## config.mk

```make
export PLATFORM = sky130hd
export DESIGN_NAME = double_ended_queue_ring_core
export DESIGN_NICKNAME = d
export VERILOG_FILES = /design/src/hdl/deq_pkg.sv /design/src/hdl/deq_ram.sv /design/src/hdl/double_ended_queue_ring_core.sv
export SDC_FILE = /design/constraint.sdc
export NUM_CORES = 1
export LEC_CHECK = 0
export BUFFER_PORTS_ARGS = -buffer_cell sky130_fd_sc_hd__buf_2
export CAP_MARGIN = 30
export CORE_AREA = 3 3 225 227
export DETAILED_ROUTE_END_ITERATION = 6
export DIE_AREA = 0 0 228 230
export PLACE_DENSITY_LB_ADDON = 0.3
export SYNTH_ARGS = -nofsm -noshare
export SYNTH_HDL_FRONTEND = slang
export SYNTH_SLANG_ARGS = --single-unit
```

## constraint.sdc

```tcl
create_clock -name clk -period 6.7 [get_ports clk]
set_input_delay 0.67 -clock clk [delete_from_list [all_inputs] [get_ports clk]]
set_output_delay 0.67 -clock clk [all_outputs]
set_load 0.01 [all_outputs]
```

## src/hdl/deq_pkg.sv

```systemverilog
`default_nettype none
// ----------------------------------------------------------------------------
// deq_pkg - shared types for the double-ended queue ring core
// Command and status codes carried on the stream channels.
// ----------------------------------------------------------------------------
package deq_pkg;

  // Command codes in the low bits of in_tdata
  typedef enum logic [2:0] {
    CMD_PUSH_FRONT = 3'd0,
    CMD_PUSH_BACK  = 3'd1,
    CMD_LIST       = 3'd2,
    CMD_POP_FRONT  = 3'd3,
    CMD_POP_BACK   = 3'd4,
    CMD_CLEAR      = 3'd5
  } cmd_t;

  // Status codes on out_tuser
  typedef enum logic [2:0] {
    ST_PUSHED  = 3'd0,
    ST_POPPED  = 3'd1,
    ST_LISTED  = 3'd2,
    ST_EMPTY   = 3'd3,
    ST_FULL    = 3'd4,
    ST_CLEARED = 3'd5
  } status_t;

  localparam int unsigned CMD_W   = 3;
  localparam int unsigned VALUE_W = 32;
  localparam int unsigned IN_W    = 40;
  localparam int unsigned OUT_W   = 32;

endpackage
`default_nettype wire

```

## src/hdl/deq_ram.sv

```systemverilog
`default_nettype none
// ----------------------------------------------------------------------------
// deq_ram - generic single-write, single-read synchronous RAM
// One write port and one read port; read data is registered and holds
// while rd_en is low.
// ----------------------------------------------------------------------------
module deq_ram #(
  parameter int unsigned WIDTH = 32,
  parameter int unsigned DEPTH = 16
) (
  input  wire logic                     clk,
  input  wire logic                     wr_en,
  input  wire logic [$clog2(DEPTH)-1:0] wr_addr,
  input  wire logic [WIDTH-1:0]         wr_data,
  input  wire logic                     rd_en,
  input  wire logic [$clog2(DEPTH)-1:0] rd_addr,
  output logic      [WIDTH-1:0]         rd_data
);

  logic [WIDTH-1:0] mem [DEPTH];

  // Write and registered read
  always_ff @(posedge clk) begin
    if (wr_en) begin
      mem[wr_addr] <= wr_data;
    end
    if (rd_en) begin
      rd_data <= mem[rd_addr];
    end
  end

endmodule
`default_nettype wire

```

## src/hdl/double_ended_queue_ring_core.sv

```systemverilog
`default_nettype none
// ----------------------------------------------------------------------------
// double_ended_queue_ring_core - double-ended queue over a ring RAM
// Commands arrive on the in_ stream; one or more result beats leave on out_.
// ----------------------------------------------------------------------------
// Usage:
//   in_tdata carries a command (push front/back, pop front/back, list, clear)
//   and a 32-bit signed value. Each command returns one result beat with
//   tlast set, except list, which returns one beat per stored entry from
//   front to back with tlast on the final one. Unknown commands are dropped.
//   Timing: push, clear, full and empty results appear in the cycle after the
//   input beat, and a new command is taken every cycle while the block is idle
//   and the output slot is free. A pop passes through the registered read of
//   the entry RAM and the output register; a list busies the block, one RAM read per entry.
//   Reset clears the front pointer and the fill count; the RAM itself is not
//   swept, since only written entries are ever read. Clear works the same way.
//   A stalled receiver holds the result beat in the output register; the
//   block then stops taking input and pauses a list until the beat drains.
// ----------------------------------------------------------------------------
module double_ended_queue_ring_core #(
  parameter int unsigned DEPTH      = 16,
  parameter int unsigned DATA_WIDTH = 32
) (
  input  wire logic              clk,
  input  wire logic              rst_n,
  input  wire logic              in_tvalid,
  output logic                   in_tready,
  input  wire logic [39:0]       in_tdata,   // [2:0] command, [34:3] value, [39:35] zero
  output logic                   out_tvalid,
  input  wire logic              out_tready,
  output logic [31:0]            out_tdata,  // [31:0] data
  output deq_pkg::status_t       out_tuser,  // [2:0] status
  output logic                   out_tlast
);

  import deq_pkg::*;

  localparam int unsigned PW = $clog2(DEPTH);
  localparam int unsigned CW = $clog2(DEPTH + 1);
  localparam int unsigned SW = $clog2(2 * DEPTH);

  typedef enum logic [1:0] {
    S_IDLE,
    S_POP,
    S_LIST
  } state_t;

  state_t          state_r, state_nxt;
  logic [PW-1:0]   front_r, front_nxt;
  logic [CW-1:0]   count_r, count_nxt;
  logic [CW-1:0]   idx_r, idx_nxt;
  logic            out_valid_r;
  logic [31:0]     out_data_r;
  status_t         out_status_r;
  logic            out_last_r;

  logic            ld;
  status_t         ld_status;
  logic [31:0]     ld_data;
  logic            ld_last;

  logic                  ram_we, ram_re;
  logic [PW-1:0]         ram_waddr, ram_raddr;
  logic [DATA_WIDTH-1:0] ram_wdata, ram_rdata;

  cmd_t          in_cmd;
  logic [31:0]   in_value;
  logic [63:0]   val_ext, rd_ext;
  logic          slot_free, in_fire, full, empty, list_last;
  logic [PW-1:0] front_inc, front_dec, back_wr, back_rd, list_addr;

  // Fold a sum below twice the depth back into the ring
  function automatic logic [PW-1:0] wrap(input logic [SW-1:0] s);
    logic [SW-1:0] r;
    r = (s >= SW'(DEPTH)) ? s - SW'(DEPTH) : s;
    return r[PW-1:0];
  endfunction

  // Unpack the input beat and size values
  assign in_cmd    = cmd_t'(in_tdata[2:0]);
  assign in_value  = in_tdata[34:3];
  assign val_ext   = 64'($signed(in_value));
  assign ram_wdata = val_ext[DATA_WIDTH-1:0];
  assign rd_ext    = 64'($signed(ram_rdata));

  assign slot_free = !out_valid_r || out_tready;
  assign in_tready = (state_r == S_IDLE) && slot_free;
  assign in_fire   = in_tvalid && in_tready;

  assign full  = (count_r == CW'(DEPTH));
  assign empty = (count_r == '0);

  // Ring addresses
  assign front_inc = (front_r == PW'(DEPTH - 1)) ? '0 : front_r + PW'(1);
  assign front_dec = (front_r == '0) ? PW'(DEPTH - 1) : front_r - PW'(1);
  assign back_wr   = wrap(SW'(front_r) + SW'(count_r));
  assign back_rd   = wrap(SW'(front_r) + SW'(count_r) - SW'(1));
  assign list_addr = wrap(SW'(front_r) + SW'(idx_r) + SW'(1));
  assign list_last = ((idx_r + CW'(1)) == count_r);

  // Command decode and sequencing
  always_comb begin
    state_nxt = state_r;
    front_nxt = front_r;
    count_nxt = count_r;
    idx_nxt   = idx_r;
    ram_we    = 1'b0;
    ram_re    = 1'b0;
    ram_waddr = '0;
    ram_raddr = '0;
    ld        = 1'b0;
    ld_status = ST_PUSHED;
    ld_data   = '0;
    ld_last   = 1'b1;
    case (state_r)
      S_IDLE: begin
        if (in_fire) begin
          case (in_cmd)
            CMD_PUSH_FRONT: begin
              ld = 1'b1;
              if (full) begin
                ld_status = ST_FULL;
              end else begin
                ram_we    = 1'b1;
                ram_waddr = front_dec;
                front_nxt = front_dec;
                count_nxt = count_r + CW'(1);
              end
            end
            CMD_PUSH_BACK: begin
              ld = 1'b1;
              if (full) begin
                ld_status = ST_FULL;
              end else begin
                ram_we    = 1'b1;
                ram_waddr = back_wr;
                count_nxt = count_r + CW'(1);
              end
            end
            CMD_LIST: begin
              if (empty) begin
                ld        = 1'b1;
                ld_status = ST_EMPTY;
              end else begin
                ram_re    = 1'b1;
                ram_raddr = front_r;
                idx_nxt   = '0;
                state_nxt = S_LIST;
              end
            end
            CMD_POP_FRONT: begin
              if (empty) begin
                ld        = 1'b1;
                ld_status = ST_EMPTY;
              end else begin
                ram_re    = 1'b1;
                ram_raddr = front_r;
                front_nxt = front_inc;
                count_nxt = count_r - CW'(1);
                state_nxt = S_POP;
              end
            end
            CMD_POP_BACK: begin
              if (empty) begin
                ld        = 1'b1;
                ld_status = ST_EMPTY;
              end else begin
                ram_re    = 1'b1;
                ram_raddr = back_rd;
                count_nxt = count_r - CW'(1);
                state_nxt = S_POP;
              end
            end
            CMD_CLEAR: begin
              ld        = 1'b1;
              ld_status = ST_CLEARED;
              front_nxt = '0;
              count_nxt = '0;
            end
            default: begin
            end
          endcase
        end
      end
      S_POP: begin
        // Read data holds in the RAM register until the slot frees
        if (slot_free) begin
          ld        = 1'b1;
          ld_status = ST_POPPED;
          ld_data   = rd_ext[31:0];
          state_nxt = S_IDLE;
        end
      end
      S_LIST: begin
        // Emit one entry and fetch the next
        if (slot_free) begin
          ld        = 1'b1;
          ld_status = ST_LISTED;
          ld_data   = rd_ext[31:0];
          ld_last   = list_last;
          if (list_last) begin
            state_nxt = S_IDLE;
          end else begin
            ram_re    = 1'b1;
            ram_raddr = list_addr;
            idx_nxt   = idx_r + CW'(1);
          end
        end
      end
      default: begin
        state_nxt = S_IDLE;
      end
    endcase
  end

  // State and output register
  always_ff @(posedge clk) begin
    if (!rst_n) begin
      state_r     <= S_IDLE;
      front_r     <= '0;
      count_r     <= '0;
      idx_r       <= '0;
      out_valid_r <= 1'b0;
    end else begin
      state_r <= state_nxt;
      front_r <= front_nxt;
      count_r <= count_nxt;
      idx_r   <= idx_nxt;
      if (ld) begin
        out_valid_r <= 1'b1;
      end else if (out_tready) begin
        out_valid_r <= 1'b0;
      end
    end
    if (ld) begin
      out_status_r <= ld_status;
      out_data_r   <= ld_data;
      out_last_r   <= ld_last;
    end
  end

  assign out_tvalid = out_valid_r;
  assign out_tdata  = out_data_r;
  assign out_tuser  = out_status_r;
  assign out_tlast  = out_last_r;

  deq_ram #(
    .WIDTH (DATA_WIDTH),
    .DEPTH (DEPTH)
  ) u_ram (
    .clk     (clk),
    .wr_en   (ram_we),
    .wr_addr (ram_waddr),
    .wr_data (ram_wdata),
    .rd_en   (ram_re),
    .rd_addr (ram_raddr),
    .rd_data (ram_rdata)
  );

  // Fill count stays within the ring
  assert property (@(posedge clk) disable iff (!rst_n) count_r <= CW'(DEPTH))
    else $error("fill count exceeds depth");

  // Front pointer stays within the ring
  assert property (@(posedge clk) disable iff (!rst_n) front_r <= PW'(DEPTH - 1))
    else $error("front pointer out of range");

  // Writes and reads never share a cycle, so no forwarding is needed
  assert property (@(posedge clk) disable iff (!rst_n) !(ram_we && ram_re))
    else $error("RAM read and write in the same cycle");

  // A successful push grows the queue by one
  assert property (@(posedge clk) disable iff (!rst_n)
    (in_fire && (in_cmd == CMD_PUSH_FRONT || in_cmd == CMD_PUSH_BACK) && !full)
    |=> (count_r == $past(count_r) + CW'(1)))
    else $error("push did not grow the queue");

  // Only listed entries may be followed by more beats
  assert property (@(posedge clk) disable iff (!rst_n)
    (out_valid_r && !out_last_r) |-> (out_status_r == ST_LISTED))
    else $error("non-final beat that is not a listed entry");

endmodule
`default_nettype wire

```

Yosys cells after proc, flatten, opt, wreduce, memory -nomap -nowiden
Memory sizes are Yosys's and may differ from the RTL's. A register that Yosys moved wholly into a read port is not among the register bits.
Index checks and enable logic that the tools add are counted.
Widths: inputs -> output; s select.
{"block": "op_classes", "addsub": 12, "n_mul": 0, "div": 0, "magnitude_cmp": 3, "eq_ne": 24, "shifts": 0, "n_mux": 63, "n_bitwise": 0, "reduce_logical": 24}
{"cell": "$mux 4", "n": 16}
{"cell": "$mux 5", "n": 7}
{"cell": "$pmux 4 s2", "n": 3}
{"cell": "$ne 2x2->1 const B", "n": 10}
{"cell": "$pmux 3 s3", "n": 2}
{"cell": "$mux 1", "n": 17}
{"cell": "$mux 2", "n": 8}
{"cell": "$sub 4x1->4 const B", "n": 4}
{"cell": "$add 5x1->5 const B", "n": 3}
{"cell": "$ge 5x5->1 const B", "n": 3}
{"cell": "$pmux 5 s3", "n": 1}
{"cell": "$pmux 4 s3", "n": 1}
{"cell": "$add 4x5->5", "n": 2}
{"cell": "$pmux 5 s2", "n": 1}
{"cell": "$reduce_and 5->1", "n": 2}
{"cell": "$sub 5x1->5 const B", "n": 2}
{"cell": "$reduce_or 2->1", "n": 4}
{"cell": "$reduce_and 7->1", "n": 1}
{"cell": "$eq 3x2->1 const B", "n": 2}
{"cell": "$eq 3x3->1 const B", "n": 2}
{"cell": "$mux 3", "n": 2}
{"cell": "$ne 3x3->1 const B", "n": 2}
{"cell": "$pmux 1 s2", "n": 3}
{"cell": "$pmux 2 s3", "n": 1}
{"cell": "other kinds (22)", "n": 27}
{"block": "word_totals", "register_bits": 53, "latchBits": 0, "ram_bits": 512, "mem_bits_ro": 0, "in_bits": 44, "out_inout_bits": 38, "n_memories": 1}
{"memory": "u_ram.mem", "depth": 16, "word_bits": 32, "rd": 1, "rd_ports_with_merged_regs": 1, "write_ports": 1, "line_no": "deq_ram.sv:20", "source": "logic [WIDTH-1:0] mem [DEPTH];"}

Logic depth before layout (Yosys ltp)
{"block": "depth", "ltp_word": 8, "depth_mapped": 13, "mapped_depth_nobuf": 12}

Hierarchy
From an unflattened synthesis, not the netlist that was laid out.
{"block": "unflattened", "cells_unflattened": 1163, "hier_area_um2": 23336.1}
{"mod": "deq_ram", "n_inst": 1, "cells_each": 838, "area_each_um2": 20155.6, "seq_area_each_um2": 16335.7}
{"mod": "double_ended_queue_ring_core", "n_inst": 1, "cells_each": 325, "area_each_um2": 3180.6, "seq_area_each_um2": 1421.4}

Worst setup path after synthesis
No wires, ideal clock.
{"block": "synth_path", "path_type": "input -> register", "from": "input port in_tdata[0]", "to": "register out_data_r[0], in the netlist out_tdata[0], enable pin", "setup_ps": 443, "arrival_ps": 3387, "required_ps": 6257, "slack_ps": 2870, "cell_stages": 6, "cell_sequence": "clkbuf_1 > clkbuf_1 > nor2_1 > o22ai_1 > o21ai_0 > a21oi_1"}
{"block": "synth_via", "elab_chain_len": 5}
{"item": "from (decl)", "line_no": "double_ended_queue_ring_core.sv:28", "source": "input wire logic [39:0] in_tdata,"}
{"item": "$eq 3x1->1, or another cell as far along", "line_no": "double_ended_queue_ring_core.sv:118", "source": "case (in_cmd)"}
{"item": "$reduce_or 3->1 (no line)"}
{"item": "$pmux 1 s2 (*)", "line_no": "double_ended_queue_ring_core.sv:118"}
{"item": "$mux 1 (*)", "line_no": "double_ended_queue_ring_core.sv:117", "source": "if (in_fire) begin"}
{"item": "$pmux 1 s2 (*)", "line_no": "double_ended_queue_ring_core.sv:115", "source": "case (state_r)"}
{"item": "via ld", "line_no": "double_ended_queue_ring_core.sv:57", "source": "logic ld;"}
{"item": "to (signal assigned)", "line_no": "double_ended_queue_ring_core.sv:237", "source": "out_data_r <= ld_data;"}
{"item": "to (decl)", "line_no": "double_ended_queue_ring_core.sv:53", "source": "logic [31:0] out_data_r;"}
The timed path passes the listed nets; every way through them passes the cells marked *.
A chain may end at the register's enable or synchronous reset.

Worst setup path in the final report
{"block": "layout_path", "from": "register out_valid_r, in the netlist out_tvalid", "to": "register u_ram.rd_data[13], read port of u_ram.mem (data pin)"}
{"block": "layout_via", "elab_chain_len": 6}
{"item": "from (decl)", "line_no": "double_ended_queue_ring_core.sv:52", "source": "logic out_valid_r;"}
{"item": "from (signal assigned)", "line_no": "double_ended_queue_ring_core.sv:223", "source": "out_valid_r <= 1'b0;"}
{"item": "from (signal assigned)", "line_no": "double_ended_queue_ring_core.sv:230", "source": "out_valid_r <= 1'b1;"}
{"item": "from (signal assigned)", "line_no": "double_ended_queue_ring_core.sv:232", "source": "out_valid_r <= 1'b0;"}
{"item": "$logic_not 1->1 (*)", "line_no": "double_ended_queue_ring_core.sv:86", "source": "assign slot_free = !out_valid_r || out_tready;"}
{"item": "$logic_or 1x1->1 (*)", "line_no": "double_ended_queue_ring_core.sv:86"}
{"item": "$logic_and 1x1->1", "line_no": "double_ended_queue_ring_core.sv:87", "source": "assign in_tready = (state_r == S_IDLE) && slot_free;"}
{"item": "$logic_and 1x1->1", "line_no": "double_ended_queue_ring_core.sv:88", "source": "assign in_fire = in_tvalid && in_tready;"}
{"item": "$mux 4 / $mux 1 (equally long branches)", "line_no": "double_ended_queue_ring_core.sv:117"}
{"item": "$pmux 4 s2 / $pmux 1 s2 (equally long branches)", "line_no": "double_ended_queue_ring_core.sv:115"}
{"item": "to (decl)", "line_no": "deq_ram.sv:17", "source": "output logic [WIDTH-1:0] rd_data"}
Mark *: on every way between the ends. The rest lies on a longest branch, timed or not.

==> flow_summary.yaml <==
timing:
  fin_setup_tns_ps: 0
  max_slew_margin: 0.315
  period_needed_ps: 4220
  fmax_mhz: 237
  hold_violations: 0
  fin_skew_ps: 11.0
  setup_viol: 0
  worst_pin_slew_ps: 1030
  rsz0062_at_grt: "no"
  post-route-period-util: 0.630
  maxSlewViolCount: 0
drt:
  routed_via_density: 6.14
  dr.pass1.iters: 5
  finalWirelength_mm: 60.9
  ant_nets: 0
  drc_errors: 0
  wire_per_inst_um: 25.0
  first_iter_violations: 1492
  vias: 15000
grt:
  grt_usage: 0.228
  grt_max_degree: 113
  antenna_found_initial: 2
  grt_overflow_total: 0
  grt_pass1_vias: 14800
  grt_pass1_wl_mm: 91.0
power_and_ir_drop:
  power.switching_w: 0.00173
  p_comb_frac: 0.064
  pwr-share-seq: 0.538
  peakVddDrop_mv: 0.175
  switching_share: 0.222
  clkPwrFrac: 0.398
  leakagePower_nw: 9.37
  power.density_mw_per_mm2: 284
  p_int_w: 0.00605
synthesis:
  yosysWarnings: 0
  ys_ff_latch: 597
  synth_edf_count: 580
  syn_area_mm2: 0.0243
  synth_flop_cell: "edfxtp_1"
  synthesis.nets: 1741
  synth_cell_type_count: 55
  synthArstFlopShare: 0
  avgSynthCellArea_um2: 14.5
  synth_seq_area_share: 0.730
  syn_inst: 1676
clock_tree:
  post-cts-setup-buffer-count: 0
  cts-htree-levels: 2
  hold_buffers: 0
  numCtsBuffers: 58
  clock-root-buffer: "clkbuf_16"
  cts_tree: "done"
  cts.clk_slew.worst_paths_ps: 60
  cts_buffer_depth: 3
  cts.sinks: 597
  clock_latency_ps: 610
  cts_resized: 0
hold_path:
  min_path_cells: 2
  hp-class: "in2reg"
die:
  initial_utilization: 0.498
  core_mm2: 0.0488
  die-area_mm2: 0.0524
  pin_count: 82
  row_count: 81
  die_x_um: 228
  die_y_um: 230
setup_path:
  arrival_ps: 4700
  worst_path_max_delay_cell: "and2_4"
  critPathCaptureType: "register"
  slowest_delay_ps: 700
  critical_path_class: "reg2reg"
  reg2reg_slack_ps: 2480
  rr_worst_depth: 9
  start_kind: "register"
  required_ps: 7180
  cp_max_fo: 112
  worstPathCellList: "nand2b_2 -> and3_1 -> nand3_4 -> buf_12 -> and2_4 -> buf_4 -> nand2_1 -> a311oi_1 -> a2111o_1"
placement:
  gp_congestion: 0.824
  portBuffers: 76
  dpl.hpwl_mm: 31.3
  place_inst: 2327
final_layout:
  drive_gt1_frac: 0.140
  syn2layout_area_growth_pct: 12.7
  nNetsFinal: 1788
  fin_cells: 2435
outcome:
  status: "finished clean"
run:
  maxCapViolCount: 0
==> path summary, 6_finish.rpt <==
check                                        from                end
worst max register to register         out_tvalid  u_ram.rd_data[13]
worst min register to register  u_ram.rd_data[25]      out_tdata[25]
worst max-delay path                   out_tvalid  u_ram.rd_data[13]
worst min-delay path                        rst_n         out_tvalid
==> cell type report <==
cell class,instances,area (um^2)
fill,3902,21400
sequential,597,17800
tap,664,831
timing repair buffer,115,798
antenna,2,5.00
multi-input combinational,935,6180
inverter,16,60.1
clock buffer,65,1480
clock inverter,41,303
==> state kept, by name, indices dropped and copies added, names as in the netlist <==
| name | count |
|---|---|
| count_r | 5 |
| front_r | 4 |
| idx_r | 5 |
| out_tdata | 32 |
| out_tlast | 1 |
| out_tuser | 3 |
| out_tvalid | 1 |
| state_r | 2 |
| u_ram.mem | 512 |
| u_ram.rd_data | 32 |
==> logic make-up (layout without fill, tap and decap cells) <==
group	after synthesis	after routing	share of synthesized area
flops	597	597	0.730
other cells	0	2	0
fa+ha+maj	21	21	0.0117
xor+xnor	18	18	0.00705
mux	4	4	0.00180
buf+inv	144	237	0.0239
compound gates	363	363	0.122
simple gates	529	529	0.104
==> worst max-delay path, delay by kind of cell (launching register included) <==
family / cells / cell delay, ps
compound gates: 2 / 490
buf+inv: 2 / 950
simple gates: 5 / 2220
flops: 1 / 360
==> metrics by stage <==
step           utilization  hold WS, ps  power, W  instance area (um^2)  worst slack [ps]
3_5_place_dp         0.525          537   0.00476                 25600              1910
5_1_grt              0.561          357   0.00802                 27400              2230
3_3_place_gp         0.523          535   0.00475                 25500              1910
6_report             0.561          364   0.00778                 27400              2480
2_1_floorplan            -          509   0.00456                 24300              2870
4_1_cts              0.561          325   0.00783                 27400              2440
==> power groups by stage <==
stage | logic [W] | registers, W | clock network [W]
after detailed placement | 0.000495 | 0.00426 | 0
after floorplan | 0.000288 | 0.00427 | 0
after global placement | 0.000483 | 0.00426 | 0
final | 0.000495 | 0.00419 | 0.00310
after global routing | 0.000540 | 0.00419 | 0.00329
after CTS | 0.000498 | 0.00419 | 0.00315
==> cell usage after synthesis, types with 10 or more instances <==
| library cell | n | area [um^2] |
|---|---|---|
| a2111o_1 | 32 | 360 |
| a211oi_1 | 131 | 983 |
| a21oi_1 | 25 | 125 |
| a311oi_1 | 85 | 744 |
| a311oi_2 | 12 | 180 |
| a31oi_1 | 34 | 213 |
| and3_1 | 163 | 1020 |
| buf_2 | 13 | 65.1 |
| clkbuf_1 | 107 | 402 |
| dfxtp_1 | 17 | 340 |
| edfxtp_1 | 580 | 17400 |
| ha_1 | 18 | 225 |
| inv_1 | 16 | 60.1 |
| nand2_1 | 268 | 1010 |
| nand3_1 | 11 | 55.1 |
| nor2_1 | 47 | 176 |
| nor3_1 | 10 | 50.1 |
| xnor2_1 | 11 | 96.3 |
==> metal layers <==
metal | track usage | vias to the layer above | share of wire
li1 | - | 6693 | -
met2 | 0.376 | 620 | 0.48
met4 | 0.0961 | 2 | 0.037
met1 | 0.307 | 7490 | 0.41
met5 | 0 | - | 0.00016
met3 | 0.0331 | 150 | 0.074
==> cell usage in the layout, fill, tap and decap left out, types with 11 or more instances in the layout <==
| master | count |
|---|---|
| nand2_1 | 266 |
| ha_1 | 18 |
| clkinv_2 | 15 |
| inv_1 | 16 |
| dfxtp_1 | 17 |
| buf_4 | 29 |
| a31oi_1 | 33 |
| and3_1 | 163 |
| a311oi_2 | 12 |
| nor2_4 | 17 |
| buf_2 | 76 |
| a311oi_1 | 85 |
| a21oi_1 | 24 |
| xnor2_1 | 11 |
| a2111o_1 | 32 |
| edfxtp_1 | 580 |
| nor2_1 | 30 |
| a211oi_1 | 131 |
| clkbuf_16 | 58 |
| clkinv_1 | 18 |
No activity file was read; power rests on OpenSTA's default activity.
